--- config.mk ---
export PLATFORM = sky130hd
export DESIGN_NAME = i2c_master_register_burst_flat
export DESIGN_NICKNAME = d
export VERILOG_FILES = /design/src/hdl/i2cb_pkg.sv /design/src/hdl/i2cb_chan_if.sv /design/src/hdl/i2cb_step.sv /design/src/hdl/i2c_master_register_burst.sv /design/src/flat_wrapper.sv
export SDC_FILE = /design/constraint.sdc
export NUM_CORES = 1
export LEC_CHECK = 0
export ABC_AREA = 1
export BUFFER_PORTS_ARGS = -buffer_cell sky130_fd_sc_hd__clkbuf_2
export CORE_MARGIN = 2
export CORE_UTILIZATION = 55
export DETAILED_ROUTE_END_ITERATION = 6
export GPL_TIMING_DRIVEN = 0
export PLACE_DENSITY = 0.75
export SLEW_MARGIN = 20
export SYNTH_ARGS = -nofsm -noshare
export SYNTH_HDL_FRONTEND = slang
export SYNTH_SLANG_ARGS = --single-unit
--- constraint.sdc ---
create_clock -name clk -period 2.4 [get_ports clk]
set_clock_uncertainty 0.2 [all_clocks]
set_input_delay 0.12 -clock clk [delete_from_list [all_inputs] [get_ports clk]]
set_output_delay 0.12 -clock clk [all_outputs]
set_load 0.02 [all_outputs]
--- src/hdl/i2cb_pkg.sv ---
// Package for the I2C register burst master: item types, phase and byte codes,
// state record and its reset value. No dependencies.

package i2cb_pkg;

	localparam logic [1:0] REQ_TICK  = 2'd0;
	localparam logic [1:0] REQ_READ  = 2'd1;
	localparam logic [1:0] REQ_WRITE = 2'd2;
	localparam logic [1:0] REQ_BYTE  = 2'd3;

	localparam logic [2:0] PH_IDLE  = 3'd0;
	localparam logic [2:0] PH_START = 3'd1;
	localparam logic [2:0] PH_SEND  = 3'd2;
	localparam logic [2:0] PH_SACK  = 3'd3;
	localparam logic [2:0] PH_RECV  = 3'd4;
	localparam logic [2:0] PH_MACK  = 3'd5;
	localparam logic [2:0] PH_STOP  = 3'd6;
	localparam logic [2:0] PH_WAIT  = 3'd7;

	localparam logic [1:0] IT_ADDRW = 2'd0;
	localparam logic [1:0] IT_REG   = 2'd1;
	localparam logic [1:0] IT_ADDRR = 2'd2;
	localparam logic [1:0] IT_DATA  = 2'd3;

	localparam logic ACK_LVL  = 1'b0;
	localparam logic NACK_LVL = 1'b1;

	typedef struct packed {
		logic [1:0] req_type;
		logic [6:0] device_addr;
		logic [7:0] reg_addr;
		logic [7:0] byte_count;
		logic [7:0] tx_byte;
		logic       sda_sample;
	} cmd_item_t;

	typedef struct packed {
		logic       scl_level;
		logic       sda_level;
		logic       busy_res;
		logic       need_byte;
		logic       rx_valid;
		logic [7:0] rx_byte;
		logic       done_res;
		logic       status;
	} res_item_t;

	typedef struct packed {
		logic [2:0] phase;
		logic [1:0] step;
		logic [2:0] bit_idx;
		logic [7:0] shift_reg;
		logic [7:0] bytes_left;
		logic       is_read;
		logic [6:0] target_addr;
		logic [7:0] register_addr;
		logic       scl_drive;
		logic       sda_drive;
		logic [1:0] cur_item;
		logic       abort_flag;
	} state_t;

	localparam state_t STATE_RESET = '{
		phase: PH_IDLE, step: 2'd0, bit_idx: 3'd0, shift_reg: 8'd0,
		bytes_left: 8'd0, is_read: 1'b0, target_addr: 7'd0,
		register_addr: 8'd0, scl_drive: 1'b1, sda_drive: 1'b1,
		cur_item: IT_ADDRW, abort_flag: 1'b0
	};

endpackage

--- src/hdl/i2cb_chan_if.sv ---
// Valid/ready channel interfaces for command and result transactions.
// Depends on i2cb_pkg for the payload types.

interface i2cb_cmd_if;
	logic                  valid;
	logic                  ready;
	i2cb_pkg::cmd_item_t   data;

	modport source (output valid, output data, input ready);
	modport sink   (input valid, input data, output ready);
endinterface

interface i2cb_res_if;
	logic                  valid;
	logic                  ready;
	i2cb_pkg::res_item_t   data;

	modport source (output valid, output data, input ready);
	modport sink   (input valid, input data, output ready);
endinterface

--- src/hdl/i2cb_step.sv ---
// Next-state and result logic for one command transaction of the I2C master.
// Depends on i2cb_pkg.

module i2cb_step (
	input  i2cb_pkg::state_t    st,
	input  i2cb_pkg::cmd_item_t cmd,
	output i2cb_pkg::state_t    nx,
	output i2cb_pkg::res_item_t res
);

	function automatic i2cb_pkg::state_t go_to(i2cb_pkg::state_t s, logic [2:0] ph);
		i2cb_pkg::state_t r;
		r = s;
		r.phase = ph;
		r.step = 2'd0;
		r.bit_idx = 3'd0;
		return r;
	endfunction

	logic       rx_v;
	logic [7:0] rx_b;
	logic       done;
	logic       stat;

	always_comb begin
		nx = st;
		rx_v = 1'b0;
		rx_b = 8'd0;
		done = 1'b0;
		stat = 1'b0;
		case (cmd.req_type)
			i2cb_pkg::REQ_READ, i2cb_pkg::REQ_WRITE: begin
				if (st.phase == i2cb_pkg::PH_IDLE) begin
					nx.target_addr = cmd.device_addr;
					nx.register_addr = cmd.reg_addr;
					nx.bytes_left = cmd.byte_count;
					nx.is_read = (cmd.req_type == i2cb_pkg::REQ_READ);
					nx.abort_flag = 1'b0;
					nx.cur_item = i2cb_pkg::IT_ADDRW;
					nx = go_to(nx, i2cb_pkg::PH_START);
				end
			end
			i2cb_pkg::REQ_BYTE: begin
				if (st.phase == i2cb_pkg::PH_WAIT) begin
					nx.shift_reg = cmd.tx_byte;
					nx.cur_item = i2cb_pkg::IT_DATA;
					nx = go_to(nx, i2cb_pkg::PH_SEND);
				end
			end
			default: begin
				case (st.phase)
					i2cb_pkg::PH_START: begin
						case (st.step)
							2'd0: nx.sda_drive = 1'b1;
							2'd1: nx.scl_drive = 1'b1;
							2'd2: nx.sda_drive = 1'b0;
							default: nx.scl_drive = 1'b0;
						endcase
						if (st.step != 2'd3) begin
							nx.step = st.step + 2'd1;
						end else begin
							nx.shift_reg = {st.target_addr,
								st.cur_item == i2cb_pkg::IT_ADDRR};
							nx = go_to(nx, i2cb_pkg::PH_SEND);
						end
					end
					i2cb_pkg::PH_SEND: begin
						case (st.step)
							2'd0: begin
								nx.sda_drive = st.shift_reg[7];
								nx.step = 2'd1;
							end
							2'd1: begin
								nx.scl_drive = 1'b1;
								nx.step = 2'd2;
							end
							default: begin
								nx.scl_drive = 1'b0;
								nx.shift_reg = {st.shift_reg[6:0], 1'b0};
								nx.bit_idx = st.bit_idx + 3'd1;
								nx.step = 2'd0;
								if (st.bit_idx == 3'd7) nx = go_to(nx, i2cb_pkg::PH_SACK);
							end
						endcase
					end
					i2cb_pkg::PH_SACK: begin
						case (st.step)
							2'd0: begin
								nx.sda_drive = 1'b1;
								nx.step = 2'd1;
							end
							2'd1: begin
								nx.scl_drive = 1'b1;
								nx.step = 2'd2;
							end
							default: begin
								nx.scl_drive = 1'b0;
								case (st.cur_item)
									i2cb_pkg::IT_ADDRW: begin
										if (cmd.sda_sample != i2cb_pkg::ACK_LVL) begin
											nx.abort_flag = 1'b1;
											nx = go_to(nx, i2cb_pkg::PH_STOP);
										end else begin
											nx.shift_reg = st.register_addr;
											nx.cur_item = i2cb_pkg::IT_REG;
											nx = go_to(nx, i2cb_pkg::PH_SEND);
										end
									end
									i2cb_pkg::IT_REG: begin
										if (st.is_read) begin
											nx.cur_item = i2cb_pkg::IT_ADDRR;
											nx = go_to(nx, i2cb_pkg::PH_START);
										end else if (st.bytes_left == 8'd0) begin
											nx = go_to(nx, i2cb_pkg::PH_STOP);
										end else begin
											nx = go_to(nx, i2cb_pkg::PH_WAIT);
										end
									end
									i2cb_pkg::IT_ADDRR: begin
										// acknowledge after address+R is not checked
										if (st.bytes_left == 8'd0) begin
											nx = go_to(nx, i2cb_pkg::PH_STOP);
										end else begin
											nx.shift_reg = 8'd0;
											nx = go_to(nx, i2cb_pkg::PH_RECV);
										end
									end
									default: begin
										if (cmd.sda_sample != i2cb_pkg::ACK_LVL) begin
											nx.abort_flag = 1'b1;
											nx = go_to(nx, i2cb_pkg::PH_STOP);
										end else begin
											nx.bytes_left = st.bytes_left - 8'd1;
											if (st.bytes_left == 8'd1)
												nx = go_to(nx, i2cb_pkg::PH_STOP);
											else
												nx = go_to(nx, i2cb_pkg::PH_WAIT);
										end
									end
								endcase
							end
						endcase
					end
					i2cb_pkg::PH_RECV: begin
						case (st.step)
							2'd0: begin
								nx.sda_drive = 1'b1;
								nx.step = 2'd1;
							end
							2'd1: begin
								nx.scl_drive = 1'b1;
								nx.step = 2'd2;
							end
							default: begin
								nx.shift_reg = {st.shift_reg[6:0], cmd.sda_sample};
								nx.scl_drive = 1'b0;
								nx.bit_idx = st.bit_idx + 3'd1;
								nx.step = 2'd0;
								if (st.bit_idx == 3'd7) nx = go_to(nx, i2cb_pkg::PH_MACK);
							end
						endcase
					end
					i2cb_pkg::PH_MACK: begin
						case (st.step)
							2'd0: begin
								nx.sda_drive = (st.bytes_left == 8'd1) ?
									i2cb_pkg::NACK_LVL : i2cb_pkg::ACK_LVL;
								nx.step = 2'd1;
							end
							2'd1: begin
								nx.scl_drive = 1'b1;
								nx.step = 2'd2;
							end
							default: begin
								nx.scl_drive = 1'b0;
								rx_v = 1'b1;
								rx_b = st.shift_reg;
								nx.bytes_left = st.bytes_left - 8'd1;
								if (st.bytes_left == 8'd1) begin
									nx = go_to(nx, i2cb_pkg::PH_STOP);
								end else begin
									nx.shift_reg = 8'd0;
									nx = go_to(nx, i2cb_pkg::PH_RECV);
								end
							end
						endcase
					end
					i2cb_pkg::PH_STOP: begin
						case (st.step)
							2'd0: begin
								nx.sda_drive = 1'b0;
								nx.step = 2'd1;
							end
							2'd1: begin
								nx.scl_drive = 1'b1;
								nx.step = 2'd2;
							end
							default: begin
								nx.sda_drive = 1'b1;
								done = 1'b1;
								stat = st.abort_flag;
								nx.abort_flag = 1'b0;
								nx = go_to(nx, i2cb_pkg::PH_IDLE);
							end
						endcase
					end
					default: ;
				endcase
			end
		endcase

		res.scl_level = nx.scl_drive;
		res.sda_level = nx.sda_drive;
		res.busy_res = (nx.phase != i2cb_pkg::PH_IDLE);
		res.need_byte = (nx.phase == i2cb_pkg::PH_WAIT);
		res.rx_valid = rx_v;
		res.rx_byte = rx_b;
		res.done_res = done;
		res.status = stat;
	end

endmodule

--- src/hdl/i2c_master_register_burst.sv ---
// I2C register burst master, top level: state and result registers around the step logic.
// Depends on i2cb_pkg, i2cb_chan_if and i2cb_step.
// The result transaction of an accepted command transaction is registered and offered in the cycle after acceptance.
// Throughput: one command transaction per cycle while results are taken; the state register closes the only loop.
// Reset: arst_n clears the bus state (both lines released, idle) and empties the result register.

module i2c_master_register_burst (
	input  logic clk,
	input  logic arst_n,
	i2cb_cmd_if.sink   cmd,
	i2cb_res_if.source res
);

	i2cb_pkg::state_t    state_q;
	i2cb_pkg::state_t    state_nx;
	i2cb_pkg::res_item_t res_nx;
	i2cb_pkg::res_item_t res_data_q;
	logic                res_valid_q;
	logic                cmd_fire;

	// Take a new command whenever the result register is empty or drains this cycle.
	assign cmd.ready = !res_valid_q || res.ready;
	assign cmd_fire  = cmd.valid && cmd.ready;

	i2cb_step u_step (
		.st  (state_q),
		.cmd (cmd.data),
		.nx  (state_nx),
		.res (res_nx)
	);

	// Advance the bus state only on an accepted transaction.
	always_ff @(posedge clk or negedge arst_n) begin
		if (!arst_n) begin
			state_q <= i2cb_pkg::STATE_RESET;
		end else if (cmd_fire) begin
			state_q <= state_nx;
		end
	end

	// Hold the result until taken; load the next one in the same cycle it drains.
	always_ff @(posedge clk or negedge arst_n) begin
		if (!arst_n) begin
			res_valid_q <= 1'b0;
		end else if (cmd_fire) begin
			res_valid_q <= 1'b1;
		end else if (res.ready) begin
			res_valid_q <= 1'b0;
		end
	end

	always_ff @(posedge clk) begin
		if (cmd_fire) begin
			res_data_q <= res_nx;
		end
	end

	assign res.valid = res_valid_q;
	assign res.data  = res_data_q;

endmodule

--- src/flat_wrapper.sv ---
// flat-port wrapper written by rule: the top's interface ports become plain ports
module i2c_master_register_burst_flat 
  (clk, arst_n, cmd_valid, cmd_data, cmd_ready, res_valid, res_data, res_ready);
  i2cb_cmd_if cmd_i ();
  i2cb_res_if res_i ();
  input  logic clk;
  input  logic arst_n;
  input wire logic [$bits(cmd_i.valid)-1:0] cmd_valid;
  input wire logic [$bits(cmd_i.data)-1:0] cmd_data;
  output wire logic [$bits(cmd_i.ready)-1:0] cmd_ready;
  output wire logic [$bits(res_i.valid)-1:0] res_valid;
  output wire logic [$bits(res_i.data)-1:0] res_data;
  input wire logic [$bits(res_i.ready)-1:0] res_ready;
  assign cmd_i.valid = cmd_valid;
  assign cmd_i.data = cmd_data;
  assign cmd_ready = cmd_i.ready;
  assign res_valid = res_i.valid;
  assign res_data = res_i.data;
  assign res_i.ready = res_ready;
  i2c_master_register_burst u_core (.clk(clk), .arst_n(arst_n), .cmd(cmd_i), .res(res_i));
endmodule
Word-level counts from Yosys, hierarchy flattened

Cells that the tools add are included.

Word-level logic and storage cells: 177
Memories kept: 0
Bits in read-only memories: 0
Register bits after elaboration: 61
Latch bits: 0
Output and inout port bits: 17
Bits in writable memories: 0

Div/mod/pow operators: 0
Multipliers: 0
Bitwise gates (word level): 4
Mux-type cells: 53
Add/sub/neg operators: 3
Equal/unequal tests: 64
Shift operators: 0
Reduce and logical (&&, ||, !) cells: 32
Order comparisons: 0

Operators with widths:

| operator                                              | number |
|---|---|
| two-way mux 45 bit                                    | 7 |
| case mux 45 bit (6 select lines)                      | 1 |
| two-way mux 35 bit                                    | 5 |
| case mux 45 bit (3 select lines)                      | 1 |
| case mux 45 bit (2 select lines)                      | 1 |
| two-way mux 44 bit                                    | 2 |
| two-way mux 43 bit                                    | 2 |
| inequality test 3 bit, second input constant          | 18 |
| two-way mux 40 bit                                    | 1 |
| inequality test 4 bit, second input constant          | 9 |
| two-way mux 3 bit                                     | 10 |
| AND reduction 13 bit                                  | 2 |
| case mux 1 bit (2 select lines)                       | 11 |
| case mux 2 bit (2 select lines)                       | 5 |
| equality test 3 bit, second input constant            | 6 |
| inequality test 2 bit, second input constant          | 8 |
| AND reduction 16 bit                                  | 1 |
| AND reduction 15 bit                                  | 1 |
| AND reduction 14 bit                                  | 1 |
| nonzero test 3 bit                                    | 4 |
| OR reduction 6 bit                                    | 2 |
| AND reduction 10 bit                                  | 1 |
| inequality test 3 x 1 -> 1 bit, second input constant | 3 |
| equality test 2 bit, second input constant            | 4 |
| 28 further kinds                                      | 50 |

Depth between registers and ports, before layout

Depth after elaboration: 8
Gate-level depth with buffers: 13
Mapped depth without buffers: 13

Hierarchy

A second synthesis with hierarchy kept.

Cell total of the unflattened synthesis: 728
Area, all modules: 4802.1 um^2

By module, submodules not included:

| module                    | cells each | times used | sequential area each (um^2) | area an instance (um^2) |
|---|---|---|---|---|
| i2cb_step                 | 512        | 1          | 0.0                         | 2474.9 |
| i2c_master_register_burst | 216        | 1          | 1604.0                      | 2327.2 |

Worst setup path after synthesis

OpenSTA, ideal clock, no wires.

Path type: register to register
Start point: register u_core.state_q[40] in the netlist's numbering
End point: register u_core.state_q[35] in the netlist's numbering
Path slack: 0.460 ns
Arrival: 1.623 ns
Required time: 2.084 ns
Path buffers: 0
Stages on the path, launching flop included: 13
Cell sequence: dfrtp_1 -> inv_1 -> ha_1 -> inv_1 -> nand2_1 -> nand2_2 -> nand2_2 -> nand2_2 -> nand3_4 -> nor2_8 -> nand2_4 -> nand2_1 -> nand2_1

Longest elaborated chain between the ends: 4
Elaborated cells between the ends (all ways): 10
Those cells by class: eq/ne: 7; reduce/logical: 3

Ends and longest elaborated chain:

| element                                                                | RTL line                        | text |
|---|---|---|
| from (decl)                                                            | i2c_master_register_burst.sv:14 | `i2cb_pkg::state_t state_q;` |
| from (signal assigned)                                                 | i2c_master_register_burst.sv:35 | `state_q <= i2cb_pkg::STATE_RESET;` |
| from (signal assigned)                                                 | i2c_master_register_burst.sv:37 | `state_q <= state_nx;` |
| equality test 2 x 1 -> 1 bit / zero test 2 bit (equally long branches) | n/a                             |  |
| OR reduction 2 bit (no line)                                           | n/a                             |  |
| inequality test 3 bit (no line)                                        | n/a                             |  |
| AND reduction 16 bit (no line) *                                       | n/a                             |  |

Every way passes the cells marked *; elsewhere a longest branch is shown, timed or not.
A chain may end at the register's enable or synchronous reset.

Final worst setup path

Start point: register u_core.state_q[44] in the netlist's numbering
End point: register u_core.state_q[11] in the netlist's numbering

Longest elaborated chain between the ends: 3
Elaborated cells between the ends (all ways): 10
Those cells by class: eq/ne: 6; mux: 2; reduce/logical: 2

Ends and longest elaborated chain:

| element                                           | RTL line        | text |
|---|---|---|
| equality test 3 bit, or another cell as far along | i2cb_step.sv:51 | `case (st.phase)` |
| case mux 45 bit (6 select lines)                  | i2cb_step.sv:51 |  |
| case mux 45 bit (2 select lines)                  | i2cb_step.sv:31 | `case (cmd.req_type)` |

Several ways; a longest one is shown, not always the timed one.

==> results_dict.tcl <==
set metrics [dict create \
    drive_gt1_share_pct 21.9 \
    clockBufferDepth 2 \
    rows 31 \
    timing.fmax_ghz 0.435 \
    route.detailed.drc 0 \
    hold_class "in2reg" \
    antennaDiodeCount 0 \
    grt_usage_pct 28.2 \
    synthCells 542 \
    yosys_warnings 0 \
    p_per_area_nw_per_um2 742 \
    worst_setup_path_end_kind "register" \
    setup_viol 0 \
    synth_nets 593 \
    path_max_fanout 9 \
    finalNetCount 699 \
    path_common_cell "nor2_4" \
    tns_ps 0 \
    finalMaxSlewViolations 0 \
    cts_sinks 61 \
    rsz0062_at_grt "false" \
    grt_max_degree 47 \
    ys_async_sr_fraction_pct 75.4 \
    final.period_utilization_pct 95.7 \
    period_minus_slack_ps 2300 \
    wire_per_inst_um 14.5 \
    maxCapViolations 0 \
    min_from "cmd_data[0]" \
    hold_violations 0 \
    grt_overflow 0 \
    cp_slowest_cell "dlygate4sd3_1" \
    routabilityCongestion 0.961 \
    die_y_um 90.8 \
    layoutNonFillerInstCount 752 \
    path_clk_slew_ps 70 \
    p_leak_nw 2.48 \
    synth_ff_type "dfrtp_1" \
    vias_per_cell 5.32 \
    clockPowerShare_pct 24.7 \
    postRouteAntennaNets 0 \
    synth_seq_cells 61 \
    comb_power_share_pct 38.5 \
    htree_levels 3 \
    drt-total-wl_um 10900 \
    placed_cells 695 \
    synth.distinct_cells 39 \
    antenna_found_initial 0 \
    slowest_delay_ps 550 \
    startpoint_type "register" \
    die_x_um 90.8 \
    pwr-share-seq_pct 36.8 \
    dr.first_iter.drc_count 287 \
    switching_share_pct 40.8 \
    reg2reg_setup_slack_ps 100 \
    cts_tree "done" \
    io_buffers 54 \
    crit_path_start "u_core.state_q[44]" \
    status "complete, no violations" \
    power.ir.vdd_worst_uv 456 \
    netlist_area_um2 4140 \
    power.internal_mw 2.26 \
    worstMarginPinSlew_ps 684 \
    required_ps 2430 \
    root_buffer "clkbuf_8" \
    dieArea_um2 8240 \
    start_util_pct 57.1 \
    crit_type "reg2reg" \
    r2r_start "u_core.state_q[44]" \
    relSlewSlack_pct 54.4 \
    path_cells "buf_12, nor2_8, nand2_4, nor2_4, inv_2, nor2_4, buf_6, a21oi_1, dlygate4sd3_1" \
    grt_pass1_wl_um 18600 \
    synth_enable_flop_cells 15 \
    dp_hpwl_um 7400 \
    clock_latency_ps 350 \
    final_cell_mix "170 x nand2_1, 58 x nand3_1, 53 x clkbuf_2" \
    postSynthAreaPerCell_um2 7.64 \
    coreArea_um2 7250 \
    vias 4002 \
    ios 55 \
    final_common_cell "nand2_1" \
    cts_buffers 9 \
    areaGrowthSynthToFinish_pct 24.4 \
    dr.pass1.iters 5 \
    grt_pass1_vias 3958 \
    p_sw_mw 1.56 \
    ys_seq_area_share_pct 38.8 \
    worstPathArrival_ps 2330 \
]
kinds of logic after synthesis:
logic type | after synthesis | synth area share [%]
DFF | 61 | 38.8
AOI/OAI and AO/OA | 73 | 9.98
xor gates and xnor gates | 4 | 0.846
buffers and inverters | 65 | 7.65
adders and majority gates | 13 | 3.93
and+or+nand+nor | 326 | 38.8
what timing repair did:
item	CTS	global route
pin swaps	0	1
gates resized for setup	1	3
endpoints found under the hold margin	76	0
setup buffers	0	2
hold buffers	39	0
endpoints found under the setup margin	8	20
layout make-up:
| cell class | instances | area [um^2] |
|---|---|---|
| fillers | 591 | 2100 |
| inverters | 53 | 216 |
| repair buffers | 95 | 678 |
| flip-flops and latches | 61 | 1610 |
| clock inverters | 7 | 73.8 |
| well taps | 99 | 124 |
| clock buffers | 9 | 124 |
| multi-input cells | 416 | 2230 |
| plain buffers | 12 | 103 |
metal layers:
layer	part of all wire (%)	GRT usage, %	up-vias
met5	0	0	-
met4	2.7	11.0	0
met3	6.7	5.76	29
met2	48	46.8	166
met1	43	36.1	1834
li1	-	-	1973
registers in the layout (all words and copies together) (netlist names):
name / flops
u_core.res.data: 15
u_core.res.valid: 1
u_core.state_q: 45
Yosys cell counts, types with 3 or more instances:
| library cell | count | area, um^2 |
|---|---|---|
| a21oi_1 | 17 | 85.1 |
| buf_6 | 3 | 33.8 |
| clkbuf_1 | 4 | 15.0 |
| dfrtp_1 | 44 | 1100 |
| edfxtp_1 | 15 | 450 |
| ha_1 | 13 | 163 |
| inv_1 | 43 | 161 |
| inv_2 | 7 | 26.3 |
| nand2_1 | 170 | 638 |
| nand2_2 | 12 | 75.1 |
| nand2_4 | 10 | 113 |
| nand3_1 | 58 | 290 |
| nand3_4 | 4 | 70.1 |
| nand4_1 | 4 | 25.0 |
| nor2_1 | 43 | 161 |
| nor2_2 | 5 | 31.3 |
| nor2_4 | 8 | 90.1 |
| nor3_1 | 6 | 30.0 |
| o21ai_0 | 33 | 165 |
| o21ai_1 | 14 | 70.1 |
| o21ai_2 | 3 | 26.3 |
| xor2_1 | 4 | 35.0 |
worst paths after layout:
path	to	cells after the start
worst min-delay path	u_core.state_q[0]	5
max in group asynchronous	u_core.state_q[40]	2
min in group asynchronous	u_core.state_q[43]	2
worst min register to register	u_core.state_q[3]	2
worst max register to register	u_core.state_q[11]	9
worst max-delay path	u_core.state_q[11]	9
power by group through the flow:
stage,Sequential (mW),Clock (mW),Combinational [mW]
final,1.41,0.942,1.47
after global routing,1.44,0.993,1.63
after CTS,1.40,0.959,1.43
after detailed placement,1.43,0,1.36
after global placement,1.41,0,1.34
after floorplan,1.41,0,1.02
critical path, delay by kind of cell (launching register included):
kind | cells | cell delay [ps]
AO/OA/AOI/OAI | 1 | 60
buffers and inverters | 4 | 950
flip-flops | 1 | 400
AND/OR/NAND/NOR | 4 | 560
metrics by stage:
step	power, mW	utilization, %	setup slack (ps)	cell area, um^2	hold WS (ps)
6_report	3.82	71.0	103	5150	45.6
5_1_grt	4.06	71.0	2.86	5150	82.2
4_1_cts	3.79	70.7	99.7	5130	21.0
3_5_place_dp	2.79	62.5	-21.9	4540	28.8
3_3_place_gp	2.75	62.5	-8.28	4530	144
2_1_floorplan	2.44	-	460	4140	-376
(Power assumes the default switching activity.)
